`config.mk`:
```
export PLATFORM = sky130hd
export DESIGN_NAME = cbpm_push_calc
export DESIGN_NICKNAME = d
export VERILOG_FILES = /design/src/sv/cbpm_pkg.sv /design/src/sv/cbpm_push_calc.sv
export SDC_FILE = /design/constraint.sdc
export NUM_CORES = 1
export LEC_CHECK = 0
export ABC_CLOCK_PERIOD_IN_PS = 9880
export BUFFER_PORTS_ARGS = -buffer_cell sky130_fd_sc_hd__clkbuf_2
export CAP_MARGIN = 5
export CELL_PAD_IN_SITES_DETAIL_PLACEMENT = 2
export CELL_PAD_IN_SITES_GLOBAL_PLACEMENT = 2
export CORE_ASPECT_RATIO = 1.4
export CORE_MARGIN = 5
export CORE_UTILIZATION = 28
export DETAILED_ROUTE_END_ITERATION = 6
export PLACE_DENSITY_LB_ADDON = 0.12
export SLEW_MARGIN = 25
export SYNTH_ARGS = -nofsm -noshare
export SYNTH_HDL_FRONTEND = slang
export SYNTH_SLANG_ARGS = --single-unit
```
`constraint.sdc`:
```
create_clock -name vclk -period 9.88
set_input_delay 1.976 -clock vclk [all_inputs]
set_output_delay 1.976 -clock vclk [all_outputs]
set_load 0.02 [all_outputs]
```
`src/sv/cbpm_pkg.sv`:
```
// cbpm_pkg: shared types and constants for the cursor buffer prefix-max block.
// Command and status codes, sequencer state, default sizes, sum width.
// No dependencies.
`timescale 1ns / 1ps

package cbpm_pkg;

	localparam int DEPTH_DEFAULT      = 1024;
	localparam int VALUE_BITS_DEFAULT = 16;
	localparam int SUM_BITS           = 26;
	localparam int CMD_BITS           = 3;
	localparam int STATUS_BITS        = 3;

	typedef enum logic [CMD_BITS-1:0] {
		CMD_INSERT = 3'd0,
		CMD_DELETE = 3'd1,
		CMD_LEFT   = 3'd2,
		CMD_RIGHT  = 3'd3,
		CMD_QUERY  = 3'd4
	} cmd_t;

	typedef enum logic [STATUS_BITS-1:0] {
		STAT_DONE   = 3'd0,
		STAT_IDLE   = 3'd1,
		STAT_FULL   = 3'd2,
		STAT_ANSWER = 3'd3,
		STAT_RANGE  = 3'd4
	} status_t;

	typedef enum logic {
		S_IDLE,
		S_EXEC
	} state_t;

	// Sequencer outputs toward the datapath
	typedef struct packed {
		logic busy;
		logic exec;
	} seq_ctl_t;

endpackage

```
`src/sv/cbpm_push_calc.sv`:
```
// cbpm_push_calc: new prefix sum (saturated) and prefix max for a left push.
// Depends on cbpm_pkg (SUM_BITS).
`timescale 1ns / 1ps

module cbpm_push_calc #(
	parameter int VALUE_BITS = cbpm_pkg::VALUE_BITS_DEFAULT,
	parameter int SW         = cbpm_pkg::SUM_BITS
) (
	input  logic signed [VALUE_BITS-1:0] push_value,
	input  logic                         has_prev,
	input  logic signed [SW-1:0]         prev_sum,
	input  logic signed [SW-1:0]         prev_best,
	output logic signed [SW-1:0]         new_sum,
	output logic signed [SW-1:0]         new_best
);
	import cbpm_pkg::*;

	localparam logic signed [SW:0] SAT_HI = (SW+1)'((64'sd1 <<< (SUM_BITS - 1)) - 64'sd1);
	localparam logic signed [SW:0] SAT_LO = (SW+1)'(-(64'sd1 <<< (SUM_BITS - 1)));

	logic signed [SW:0] v_ext;
	logic signed [SW:0] raw_sum;
	logic signed [SW:0] sat_sum;

	always_comb begin
		v_ext   = {{(SW + 1 - VALUE_BITS){push_value[VALUE_BITS-1]}}, push_value};
		raw_sum = {prev_sum[SW-1], prev_sum} + v_ext;
		if (raw_sum > SAT_HI) begin
			sat_sum = SAT_HI;
		end else if (raw_sum < SAT_LO) begin
			sat_sum = SAT_LO;
		end else begin
			sat_sum = raw_sum;
		end
		// first entry keeps the raw value, later ones the saturated sum
		new_sum = has_prev ? sat_sum[SW-1:0] : v_ext[SW-1:0];
		if (has_prev && (prev_best > new_sum)) begin
			new_best = prev_best;
		end else begin
			new_best = new_sum;
		end
	end

endmodule

```
==> impl_metrics.toml <==
[outcome]
outcome = "finished, final reports clean"

[timing]
hold_ws_ns = 4.33
max_freq_mhz = 103
worst_pin_slew_ns = 0.983
slew_viol_final = 0
setup_viol_count_final = 0
finalCritPeriodShare_pct = 98.2
finalCriticalPeriod_ns = 9.70
finalSetupTns_ns = 0
relSlewSlack_pct = 34.2
hold_viol = 0

[power_and_ir_drop]
pwr-share-clk_pct = 0
switching_share_pct = 58.0
power_frac_comb_pct = 100.0
p_int_uw = 194
power.switching_uw = 268
power_frac_seq_pct = 0
power_uw = 462
leakage_nw = 2.17
power.density_nw_per_um2 = 109
peakVddDrop_uv = 41.2

[synth]
yosysMostFrequentCell = "ha_1"
synth_top_cell_area_share_pct = 20.8
ys_seq_area_share_pct = 0
synth_compound_area_share_pct = 31.3
synth_area_per_cell_um2 = 7.48
synth_top_area_cell = "ha_1"
syn_nets = 532
synth_xor_area_share_pct = 5.70
synth_commonest_cells = "ha_1 (51), a21oi_1 (49), inv_1 (37)"
synth_area_um2 = 3070
synthSimpleGateAreaFrac_pct = 17.8
synthMuxAreaShare_pct = 16.0
synth_top_family_by_area = "compound AO/OA/AOI/OAI gates"
ys_warn_count = 0
synth_adder_area_share_pct = 21.7
synthTopCellsByArea = "ha_1 (21%), mux2_4 (9.8%), a21oi_1 (8.0%)"
syn_inst = 411
ys_types = 60

[floorplan]
initial_core_util_pct = 28.4
die_area_um2 = 13200
core-area_um2 = 10800
die_y_um = 134
rows = 45
chipWidth_um = 98.5
pin_count = 121

[place]
place.gp.congestion = 0.849
portBuffers = 121
dpl_cell_area_um2 = 3970
place_hpwl_um = 11300
post-place-cells = 682

[hold_path]
whs_path_depth = 3
hold_path.class = "input port to output port"
min_from = "prev_best[22]"
hold_path_end = "new_best[22]"

[final_layout]
final_nets = 673
seq_cell_count = 0
multiInputGateArea_um2 = 3000
clock_buffers = 0
fillCellCount = 1310
postLayoutCellArea_um2 = 4220
ff_latch_area_um2 = 0
syn_to_final_growth_pct = 37.3
drive_gt1_share_pct = 41.6
fin_cells = 691
diodes = 0

[critical_path]
max_stage_delay_ns = 0.63
worst_ep_required_time_ns = 7.90
cp_max_fo = 13
end_kind = "output port"
path_class = "input port to output port"
crit_slowest_cell = "or4b_2"
cp_num_buf_inv = 6
critPathTopFamily = "compound AO/OA/AOI/OAI gates"
arrival_ns = 7.72
cp-start-kind = "input port"

[clocking]
postCtsHoldBufs = 0

[global_routing]
grt_use_total_pct = 19.6
grt_pass1_wl_um = 21400
grt_max_degree = 21
grt_pass1_vias = 4195
overflow = 0
antenna_found_initial = 0

[route]
drt-total-wl_um = 13400
via_per_inst = 5.38
wire_per_inst_um = 19.4
drc = 0
num_vias = 3717
drtIter0Drc = 76
dr.pass1.iters = 4
drt.antenna.violating_nets = 0

[flow_run]
cap_violations = 0
[cell usage in the layout (no fill, tap or decap), types with 13 or more instances in the layout]
master	count
mux2_2	14
o21ai_0	15
a21oi_1	46
buf_4	33
ha_1	47
clkbuf_2	120
nand2_1	26
mux2_4	20
a21o_1	13
nand4_1	13
nor2_1	26
inv_1	37
[worst max path at each step]
stage,to,cells past startpoint,slack (ns),start
after floorplan,new_best[10],21,0.48,push_value[11]
after global placement,new_best[25],24,0.13,push_value[11]
after detailed placement,new_best[3],25,-0.14,push_value[0]
after CTS,new_best[3],28,0.04,push_value[0]
after global routing,new_best[4],28,-0.08,push_value[0]
final,new_best[4],28,0.18,push_value[0]
[cell families (layout without fill, tap and decap cells)]
family / Yosys count / count (layout)
xor+xnor: 20 / 20
mux: 37 / 37
simple gates: 109 / 109
compound gates: 138 / 138
buf+inv: 54 / 193
fa+ha+maj: 53 / 53
[power groups by stage]
stage / clock [mW] / combinational [mW] / sequential, mW
floorplan: 0 / 0.293 / 0
detailed placement: 0 / 0.442 / 0
global placement: 0 / 0.434 / 0
CTS: 0 / 0.457 / 0
finish: 0 / 0.462 / 0
global route: 0 / 0.507 / 0
[per-layer routing]
| metal | share of wire [%] | vias to the layer above | routed length (µm) | GRT usage, % |
|---|---|---|---|---|
| met3 | 3.8 | 10 | 515 | 1.93 |
| met1 | 40 | 1797 | 5380 | 22.4 |
| met4 | 0.83 | 0 | 112 | 1.52 |
| li1 | - | 1811 | - | - |
| met2 | 55 | 99 | 7400 | 39.7 |
| met5 | 0 | - | 0 | 0 |
[area by class of cell]
| type | instances | area share, % |
|---|---|---|
| multi-input combinational | 357 | 71.1 |
| timing repair buffer | 156 | 21.4 |
| tap | 141 | 4.18 |
| inverter | 37 | 3.29 |
[worst min-delay path, stage by stage]
cell	delay (ns)
clkbuf_2	0.09
mux2_4	0.13
clkbuf_2	0.15
[per-stage QoR]
stage                     worst slack [ns]  util (%)
after floorplan                      0.476         -
after global placement               0.130      36.7
after detailed placement            -0.139      36.7
after CTS                           0.0441      37.5
after global routing               -0.0780      39.0
final                                0.182      39.0
[what timing repair did]
action | 4_1_cts | 5_1_grt
pin swaps | 3 | 15
gates resized for setup | 9 | 30
cloned | 1 | 0
endpoints found under the setup margin | 26 | 26
buffers inserted | 2 | 6
No activity file was read; power rests on OpenSTA's default activity.
